$ cat src/sv/ipv4c_pkg.sv
package ipv4c_pkg;

  localparam logic [7:0] PROTO_TCP = 8'd6;
  localparam logic [7:0] PROTO_UDP = 8'd17;

  localparam logic [3:0] MIN_IHL = 4'd5;

  localparam logic [1:0] HANDLER_DROP = 2'd0;
  localparam logic [1:0] HANDLER_TCP  = 2'd1;
  localparam logic [1:0] HANDLER_UDP  = 2'd2;

  // byte offsets within the fixed part of the header
  localparam logic [5:0] OFS_VER_IHL = 6'd0;
  localparam logic [5:0] OFS_LEN_HI  = 6'd2;
  localparam logic [5:0] OFS_LEN_LO  = 6'd3;
  localparam logic [5:0] OFS_TTL     = 6'd8;
  localparam logic [5:0] OFS_PROTO   = 6'd9;
  localparam logic [5:0] OFS_SRC_LO  = 6'd12;
  localparam logic [5:0] OFS_SRC_HI  = 6'd15;
  localparam logic [5:0] OFS_DST_LO  = 6'd16;
  localparam logic [5:0] OFS_DST_HI  = 6'd19;

  typedef struct packed {
    logic [3:0]  ihl;
    logic [15:0] tot_length;
    logic [7:0]  ttl;
    logic [7:0]  proto;
    logic [31:0] src;
    logic [31:0] dst;
  } hdr_fields_t;

endpackage

$ cat src/sv/ipv4_rx_header_classifier_unit.sv
// IPv4 receive header classifier. Header bytes enter one per transfer in network order,
// with first_byte set on byte 0; a full input rate of one byte per clock is sustained
// while the result side keeps taking results. Each byte passes an input register, then
// field capture and classification into the result register, which takes the verdict
// from the last header byte (IHL*4 bytes, IHL below 5 taken as 5). Option bytes are
// consumed without effect, bytes outside a header are dropped, and a new first_byte
// abandons a header in progress with no result. The verdict is drop on zero TTL or a
// destination other than local_ip, else TCP, UDP or drop by protocol; addresses and
// lengths are reported for dropped headers too. local_ip is to be written through
// cfg_we/cfg_wdata only while no header is in flight; the block does not enforce this.
module ipv4_rx_header_classifier_unit (
  input  logic        clk,
  input  logic        rst,
  input  logic        cfg_we,
  input  logic [31:0] cfg_wdata,
  input  logic        in_valid,
  output logic        in_ready,
  input  logic [7:0]  data_byte,
  input  logic        first_byte,
  output logic        out_valid,
  input  logic        out_ready,
  output logic [1:0]  handler,
  output logic [31:0] source_ip,
  output logic [31:0] dest_ip,
  output logic [5:0]  hdr_bytes,
  output logic [15:0] payload_len
);
  import ipv4c_pkg::*;

  logic [31:0] local_ip;

  logic        stage_valid;
  logic [7:0]  stage_byte;
  logic        stage_first;
  logic        advance;

  hdr_fields_t fields_next;
  logic        done;
  logic [1:0]  handler_next;
  logic [5:0]  hdr_bytes_next;
  logic [15:0] payload_len_next;

  assign advance  = stage_valid && (!out_valid || out_ready);
  assign in_ready = !stage_valid || advance;

  always_ff @(posedge clk) begin
    if (rst) begin
      local_ip <= 32'd0;
    end else if (cfg_we) begin
      local_ip <= cfg_wdata;
    end
  end

  always_ff @(posedge clk) begin
    if (rst) begin
      stage_valid <= 1'b0;
    end else if (in_ready) begin
      stage_valid <= in_valid;
    end
  end

  always_ff @(posedge clk) begin
    if (in_ready && in_valid) begin
      stage_byte  <= data_byte;
      stage_first <= first_byte;
    end
  end

  ipv4c_fields u_fields (
    .clk         (clk),
    .rst         (rst),
    .en          (advance),
    .data_byte   (stage_byte),
    .first_byte  (stage_first),
    .fields_next (fields_next),
    .done        (done)
  );

  ipv4c_verdict u_verdict (
    .fields      (fields_next),
    .local_ip    (local_ip),
    .handler     (handler_next),
    .hdr_bytes   (hdr_bytes_next),
    .payload_len (payload_len_next)
  );

  always_ff @(posedge clk) begin
    if (rst) begin
      out_valid <= 1'b0;
    end else if (done) begin
      out_valid <= 1'b1;
    end else if (out_ready) begin
      out_valid <= 1'b0;
    end
  end

  always_ff @(posedge clk) begin
    if (done) begin
      handler     <= handler_next;
      source_ip   <= fields_next.src;
      dest_ip     <= fields_next.dst;
      hdr_bytes   <= hdr_bytes_next;
      payload_len <= payload_len_next;
    end
  end

  // a delivered header must have been addressed to us
  a_deliver_local: assert property (@(posedge clk) disable iff (rst)
    out_valid && (handler != HANDLER_DROP) |-> dest_ip == local_ip)
    else $error("delivered header with foreign destination");

  a_hdr_len: assert property (@(posedge clk) disable iff (rst)
    out_valid |-> (hdr_bytes >= 6'd20) && (hdr_bytes[1:0] == 2'b00))
    else $error("header length out of range");

  a_no_loss: assert property (@(posedge clk) disable iff (rst)
    out_valid && !out_ready |=> out_valid)
    else $error("pending result dropped");

  a_handler_code: assert property (@(posedge clk) disable iff (rst)
    out_valid |-> (handler == HANDLER_DROP) || (handler == HANDLER_TCP)
                  || (handler == HANDLER_UDP))
    else $error("invalid handler code");

endmodule

$ cat src/sv/ipv4c_fields.sv
module ipv4c_fields (
  input  logic                   clk,
  input  logic                   rst,
  input  logic                   en,
  input  logic [7:0]             data_byte,
  input  logic                   first_byte,
  output ipv4c_pkg::hdr_fields_t fields_next,
  output logic                   done
);
  import ipv4c_pkg::*;

  logic [5:0]  byte_count;
  logic        in_header;
  hdr_fields_t fields;

  logic        active;
  logic [5:0]  idx;
  logic [5:0]  idx_inc;
  logic [5:0]  hdr_len;
  logic        last;

  always_comb begin
    active      = first_byte | in_header;
    idx         = first_byte ? 6'd0 : byte_count;
    idx_inc     = idx + 6'd1;
    fields_next = fields;
    case (idx) inside
      OFS_VER_IHL: begin
        fields_next.ihl = (data_byte[3:0] < MIN_IHL) ? MIN_IHL : data_byte[3:0];
      end
      OFS_LEN_HI:  fields_next.tot_length[15:8] = data_byte;
      OFS_LEN_LO:  fields_next.tot_length[7:0]  = data_byte;
      OFS_TTL:     fields_next.ttl   = data_byte;
      OFS_PROTO:   fields_next.proto = data_byte;
      [OFS_SRC_LO:OFS_SRC_HI]: fields_next.src = {fields.src[23:0], data_byte};
      [OFS_DST_LO:OFS_DST_HI]: fields_next.dst = {fields.dst[23:0], data_byte};
      default: ;
    endcase
    hdr_len = {fields_next.ihl, 2'b00};
    last    = !(idx_inc < hdr_len);
    done    = en & active & last;
  end

  always_ff @(posedge clk) begin
    if (rst) begin
      in_header  <= 1'b0;
      byte_count <= 6'd0;
    end else if (en && active) begin
      if (last) begin
        in_header  <= 1'b0;
        byte_count <= 6'd0;
      end else begin
        in_header  <= 1'b1;
        byte_count <= idx_inc;
      end
    end
  end

  // captured fields carry no reset: each is written before a verdict reads it
  always_ff @(posedge clk) begin
    if (en && active) begin
      fields <= fields_next;
    end
  end

endmodule

$ cat src/sv/ipv4c_verdict.sv
module ipv4c_verdict (
  input  ipv4c_pkg::hdr_fields_t fields,
  input  logic [31:0]            local_ip,
  output logic [1:0]             handler,
  output logic [5:0]             hdr_bytes,
  output logic [15:0]            payload_len
);
  import ipv4c_pkg::*;

  logic [15:0] hdr_wide;

  always_comb begin
    hdr_bytes = {fields.ihl, 2'b00};
    hdr_wide  = {10'd0, hdr_bytes};
    // saturate at zero when total length is shorter than the header
    payload_len = (fields.tot_length >= hdr_wide) ? (fields.tot_length - hdr_wide) : 16'd0;

    if (fields.ttl == 8'd0) begin
      handler = HANDLER_DROP;
    end else if (fields.dst != local_ip) begin
      handler = HANDLER_DROP;
    end else if (fields.proto == PROTO_TCP) begin
      handler = HANDLER_TCP;
    end else if (fields.proto == PROTO_UDP) begin
      handler = HANDLER_UDP;
    end else begin
      handler = HANDLER_DROP;
    end
  end

endmodule
$ cat config.mk
export PLATFORM = sky130hd
export DESIGN_NAME = ipv4_rx_header_classifier_unit
export DESIGN_NICKNAME = d
export VERILOG_FILES = /design/src/sv/ipv4c_pkg.sv /design/src/sv/ipv4_rx_header_classifier_unit.sv /design/src/sv/ipv4c_fields.sv /design/src/sv/ipv4c_verdict.sv
export SDC_FILE = /design/constraint.sdc
export NUM_CORES = 1
export LEC_CHECK = 0
export ABC_AREA = 1
export BUFFER_PORTS_ARGS = -buffer_cell sky130_fd_sc_hd__buf_2
export CORE_MARGIN = 3
export CORE_UTILIZATION = 60
export CTS_CLUSTER_SIZE = 20
export DETAILED_ROUTE_END_ITERATION = 10
export GPL_ROUTABILITY_DRIVEN = 1
export PLACE_DENSITY_LB_ADDON = 0.08
export SYNTH_ARGS = -nofsm -noshare
export SYNTH_HDL_FRONTEND = slang
export SYNTH_SLANG_ARGS = --single-unit
export TNS_END_PERCENT = 20
$ cat constraint.sdc
create_clock -name clk -period 24.5 [get_ports clk]
set_clock_uncertainty 0.2 [all_clocks]
set_input_delay 2.45 -clock clk [delete_from_list [all_inputs] [get_ports clk]]
set_output_delay 2.45 -clock clk [all_outputs]
set_load 0.005 [all_outputs]
; ---- Yosys cells after proc, flatten, opt, wreduce, memory -nomap -nowiden
; Index checks and enable logic that the tools add are counted.
[classes]
n_bitwise = 3
n_lt_le_gt_ge = 7
n_eq_ne = 7
n_addsub = 2
n_reduce_logical = 15
n_mux = 36
[op_table]
columns = op, n
row1 = $mux 32, 13
row2 = $mux 8, 14
row3 = $ne 32x32->1, 1
row4 = $ge 16x6->1, 1
row5 = $sub 16x6->16, 1
row6 = $eq 6x2->1 const B, 2
row7 = $eq 6x4->1 const B, 2
row8 = $mux 6, 2
row9 = $eq 8x3->1 const B, 1
row10 = $eq 8x5->1 const B, 1
row11 = $logic_not 8->1, 1
row12 = $mux 4, 2
row13 = $add 6x1->6 const B, 1
row14 = $ge 6x4->1 const B, 1
row15 = $ge 6x5->1 const B, 1
row16 = $le 6x4->1 const B, 1
row17 = $le 6x5->1 const B, 1
row18 = $logic_not 6->1, 1
row19 = $lt 6x6->1, 1
row20 = $logic_and 1x1->1, 5
row21 = $lt 4x3->1 const B, 1
row22 = $mux 1, 4
row23 = $logic_not 1->1, 3
row24 = $reduce_or 3->1, 1
row25 = 6 further kinds, 8
[totals]
reg_bits = 236
out_inout_bits = 90
word_cells = 89
in_bits = 46

; ---- Logic depth before layout (Yosys ltp)
[depth]
ltp_word = 12
mapped_depth = 22
ltp_nobuf = 21

; ---- Modules after synthesis
; Synthesis repeated with hierarchy kept, for this count alone.
[hier_totals]
cells_unflattened = 899
area_unflattened_um2 = 10293.6
[modules_own_cells]
columns = mod, instances, seq_area_each_um2, cells_per_inst, area_per_inst_um2
row1 = ipv4c_fields, 1, 3143.0, 391, 4739.5
row2 = ipv4_rx_header_classifier_unit, 1, 3593.4, 248, 4241.6
row3 = ipv4c_verdict, 1, 0.0, 260, 1312.5

; ---- Least setup slack after synthesis
; Ideal clock, no wire load.
[synth_timing]
path_type = input -> register
start = input out_ready
end = register dest_ip[0] (enable)
required_time_ns = 23.860
n_path_buf = 0
slack_ns = 14.573
path_stages = 6
arrival_time_ns = 9.287
setup_time_ns = 0.440
cell_sequence = inv_1 nand2_1 nand2_1 nor2_1 nand2_1 inv_1
[synth_between]
elab_chain_cells = 4
[synth_rtl]
columns = element, line_no
row1 = start: declaration, ipv4_rx_header_classifier_unit.sv:21  ; input logic out_ready,
row2 = $logic_or 1x1->1, ipv4_rx_header_classifier_unit.sv:43  ; assign advance = stage_valid && (!out_valid || out_ready);
row3 = $logic_and 1x1->1, ipv4_rx_header_classifier_unit.sv:43
row4 = $and 1x1->1 (2 in series), ipv4c_fields.sv:41  ; done = en & active & last;
row5 = net done, ipv4_rx_header_classifier_unit.sv:38  ; logic done;
row6 = end signal: assignment, ipv4_rx_header_classifier_unit.sv:101  ; dest_ip <= fields_next.dst;
row7 = end: declaration, ipv4_rx_header_classifier_unit.sv:24  ; output logic [31:0] dest_ip,
; The timed path passes the listed nets, and every way through them passes these cells.
; A chain may end at the register's enable or synchronous reset.

; ---- Worst setup path in the final report
[layout_timing]
start = input out_ready
end = output in_ready
[layout_between]
elab_chain_cells = 3
[layout_rtl]
columns = element, line_no
row1 = $logic_or 1x1->1, ipv4_rx_header_classifier_unit.sv:43
row2 = $logic_and 1x1->1, ipv4_rx_header_classifier_unit.sv:43
row3 = $logic_or 1x1->1, ipv4_rx_header_classifier_unit.sv:44  ; assign in_ready = !stage_valid || advance;
row4 = end: declaration, ipv4_rx_header_classifier_unit.sv:17  ; output logic in_ready,
; No other way between the ends.

==> results by group <==
Drt
  • Met2 WL: a little under 10000 um
  • Number of DRC markers in iteration 0: ~520
  • DR top layer: met4
  • Vias/cell: ~5.3
  • Met3 wire len: 1300 um
  • Overall routed net length: roughly 21000 um
  • Routed length per instance: 15.7 um
  • Vias: 7085
  • Routed length on met1: 9820 um
  • DRC viols: 0
  • DRT antenna net count: 0
  • Iteration count of the initial detailed-routing pass: 5

Floorplan
  • Initial core utilization: 0.619
  • Die H: 137 um
  • Core area: 16700 sq um
  • DIE AREA: 18800 sq um
  • Top Ports: 136
  • Die extent in x: 137 um
  • Site Rows: 47

Flow run
  • Max Cap Viol: 0

Timing
  • Period utilisation layout: 0.224
  • Worst slew pin tran: 1.11 ns
  • Worst setup margin: 19.00 ns
  • Setup_tns: 0 ns
  • Fmax: ~180 MHz
  • Final setup viols: 0
  • Tmin final: 5.50 ns
  • RSZ-0062 raised after global routing: no
  • Max_slew headroom: 0.263
  • Min Hold Slack: 0.266 ns
  • Final hold violation count: 0
  • Final Max Slew Viols: 0

Clock network
  • Postcts setup bufs: 0
  • Num CTS Buffers: 25
  • CTS max path bufs: 3
  • Worst-skew pair later-pin latency: 0.52 ns
  • Post_cts resized: 0
  • H-tree depth: 1
  • CTS root buffer: clkbuf_16
  • Worst-path clk slew: 0.06 ns
  • CTS Hold Bufs: 0
  • TritonCTS Sinks: 236
  • CTS tree: yes

Critical path
  • Kind of critical path: in2out
  • Worst endpoint required time: 21.85 ns
  • Reg-to-reg slack, setup: ~20 ns
  • Crit start category: input port
  • Slowest-stage cell, CP: buf_2
  • Cell family with most CP delay: buffers and inverters
  • Critical path depth: 4
  • Critical path, cell by cell: buf_2 -> inv_1 -> nand3_1 -> buf_2
  • Reg-to-Reg Start: stage_first
  • WP buf/inv: 3
  • Crit Reg-Reg Endpoint: dest_ip[3]
  • Worst Setup End Kind: output pin
  • FF-to-FF path depth: 16
  • Max stage delay on crit path: approximately 0.15 ns
  • Top cell by count, worst path: buf_2
  • Worst-path fanout max: 3
  • CP arrival: about 2.9 ns

Synthesis
  • Top cell type's share of synthesized area: 0.566
  • Flops & latches, synth: 236
  • Synth warn: 0
  • Sequential element share of the synthesized area: 0.646
  • Post-Syn Area: between 10000 and 15000 sq um
  • Asr flop ratio synth: 0
  • Most used DFF post-synth: edfxtp_1
  • Post-synth cell types: 41
  • Cells after Synth: between 900 and 1000
  • Largest area contributor in the netlist: edfxtp_1
  • Post-Syn Area per Cell: 10.7 sq um
  • Synth area leaders: edfxtp_1 57%, nand2_1 8.4%, dfxtp_1 7.9%
  • Post-synth EDFFs: roughly 200

Global routing
  • First-pass GRT wire length: 33300 um
  • Total track usage: 0.224
  • Aggregate global routing overflow: 0
  • Largest net degree at the start of global routing: 82
  • Vias in the first global route: 6609
  • Initial antenna violation count: 0

Final layout
  • Nets: roughly 1200
  • Post-route cell area: 12000 sq um
  • Multi-input logic area: 3050 sq um
  • Number of fill cells: 1238
  • N_diodes: 0
  • P&R area growth vs syn: 16.4%
  • Cell Count, Final, Fillers Out: 1344
  • Share of layout cells above drive strength 1: 0.221
  • Storage element area: 6680 sq um

Power and ir drop
  • Psw: 0.000188 W
  • Internal power: slightly below 0.0007 W
  • Combinational fraction of design power: 0.046
  • Power Dens Cells: ~72 nW/um^2
  • Lkg Pwr: 4.52 nW
  • Net switching fraction of the power: 0.216
  • Reg power frac: 0.508
  • Clock share of power: 0.446
  • Peak supply drop: 0.0666 mV

Placement
  • Post-Place Cells: 1298
  • DP HPWL: around 14000 um
  • Buffers on Ports: 133
  • Placed Instance Area: 11200 sq um
  • Pre-CTS WS: 19.00 ns
  • Routability cong.: 0.838

Worst hold path
  • Hold Startpoint: u_fields.byte_count[1]
  • Hold WC Path Type: reg2reg
  • Hold Path Cell Cnt: 2
  • Hold endpoint: u_fields.byte_count[1]

Outcome
  • Status: complete, no violations
[worst min-delay path, delay by kind of cell (launching register included)]
family | cells | cell delay [ns]
AO/OA/AOI/OAI | 1 | 0.05
flip-flops | 1 | 0.31
AND/OR/NAND/NOR | 1 | 0.06
[sequential cells by signal (all words and copies together), names as in the netlist]
name and count:
u_fields.fields 100, stage_byte 8, out_valid 1, hdr_bytes 4, stage_valid 1, payload_len 16
source_ip 32, dest_ip 32, u_fields.byte_count 6, handler 2, u_fields.in_header 1, local_ip 32
stage_first 1
[per-layer routing]
layer,vias up,track usage
met5,-,0
met4,0,0.0466
met1,3286,0.336
met3,30,0.0362
met2,223,0.349
li1,3546,-
[cell families (layout without fill, tap and decap cells)]
| family | after synthesis | count (layout) | share of synthesized area |
|---|---|---|---|
| simple gates | 427 | 427 | 0.180 |
| flops | 236 | 236 | 0.646 |
| buf+inv | 153 | 306 | 0.0599 |
| compound gates | 109 | 109 | 0.0663 |
| mux | 22 | 22 | 0.0240 |
| fa+ha+maj | 12 | 12 | 0.0153 |
| xor+xnor | 10 | 10 | 0.00847 |
| other cells | 1 | 2 | 0.000363 |
[how the worst max path moves through the flow]
stage | start | slack, ns | endpoint
detailed placement | out_ready | 19.00 | in_ready
floorplan | out_ready | 14.57 | dest_ip[0]
global placement | out_ready | 19.01 | in_ready
finish | out_ready | 19.00 | in_ready
CTS | out_ready | 19.00 | in_ready
global route | out_ready | 18.91 | in_ready
[cell usage after synthesis (3+ instances only)]
cell and n:
nand2_4 3, nor2_4 4, buf_2 9, nor3_1 7, edfxtp_1 195, ha_1 11, o21ai_0 34, nand2_1 231
a21oi_2 4, a21oi_1 15, a211oi_1 30, dfxtp_1 41, buf_1 5, o21ai_1 11, nand2_2 8, clkbuf_1 9
nand3b_1 4, nand3_1 62, nor2_1 84, buf_4 4, nand4_1 10, inv_1 120, mux2_2 22, xor2_1 10
o211ai_1 4, o21ai_2 7, nor2_2 7
[placed cells by master, fill, tap and decap left out, types with 2 or more instances in the layout]
| cell type | netlist | layout |
|---|---|---|
| o211ai_1 | 4 | 4 |
| nand2_2 | 8 | 8 |
| a21oi_1 | 15 | 15 |
| and2_1 | 2 | 2 |
| nand2_1 | 231 | 231 |
| conb_1 | 1 | 2 |
| edfxtp_1 | 195 | 195 |
| ha_1 | 11 | 11 |
| nand3_2 | 2 | 2 |
| buf_4 | 4 | 3 |
| nand2_4 | 3 | 3 |
| clkbuf_16 | 0 | 27 |
| a21oi_2 | 4 | 4 |
| nor2_1 | 84 | 83 |
| nand3b_1 | 4 | 4 |
| a211oi_1 | 30 | 30 |
| nand3_1 | 62 | 62 |
| o21ai_2 | 7 | 7 |
| xor2_1 | 10 | 10 |
| o21ai_0 | 34 | 34 |
| o21bai_1 | 2 | 2 |
| nor2_2 | 7 | 7 |
| clkbuf_8 | 0 | 3 |
| nand4_1 | 10 | 10 |
| inv_1 | 120 | 119 |
| nor2_4 | 4 | 5 |
| buf_2 | 9 | 133 |
| inv_2 | 2 | 2 |
| bufinv_16 | 0 | 2 |
| nor3_1 | 7 | 7 |
| clkinv_2 | 1 | 8 |
| dfxtp_1 | 41 | 41 |
| mux2_2 | 22 | 22 |
| o21ai_1 | 11 | 11 |
| clkinvlp_4 | 0 | 6 |
[power groups by stage]
| stage | registers [W] | clock network, W | logic (W) |
|---|---|---|---|
| 3_5_place_dp | 0.000451 | 0 | 0.0000400 |
| 4_1_cts | 0.000443 | 0.000393 | 0.0000404 |
| 6_report | 0.000443 | 0.000388 | 0.0000399 |
| 2_1_floorplan | 0.000451 | 0 | 0.0000273 |
| 3_3_place_gp | 0.000451 | 0 | 0.0000393 |
| 5_1_grt | 0.000443 | 0.000410 | 0.0000454 |
[per-stage QoR]
| step | power, W | utilization |
|---|---|---|
| floorplan | 0.000478 | - |
| global placement | 0.000490 | 0.668 |
| detailed placement | 0.000491 | 0.668 |
| CTS | 0.000876 | 0.720 |
| global route | 0.000898 | 0.720 |
| finish | 0.000871 | 0.720 |
[cell type report]
class / count / area share
Clock inverter: 16 / 0.0123
Timing Repair Buffer: 136 / 0.0572
Clock buffer: 30 / 0.0596
Inverter: 124 / 0.0391
Sequential cell: 236 / 0.555
Multi-Input combinational cell: 582 / 0.254
Tap cell: 220 / 0.0229
(Power assumes the default switching activity.)
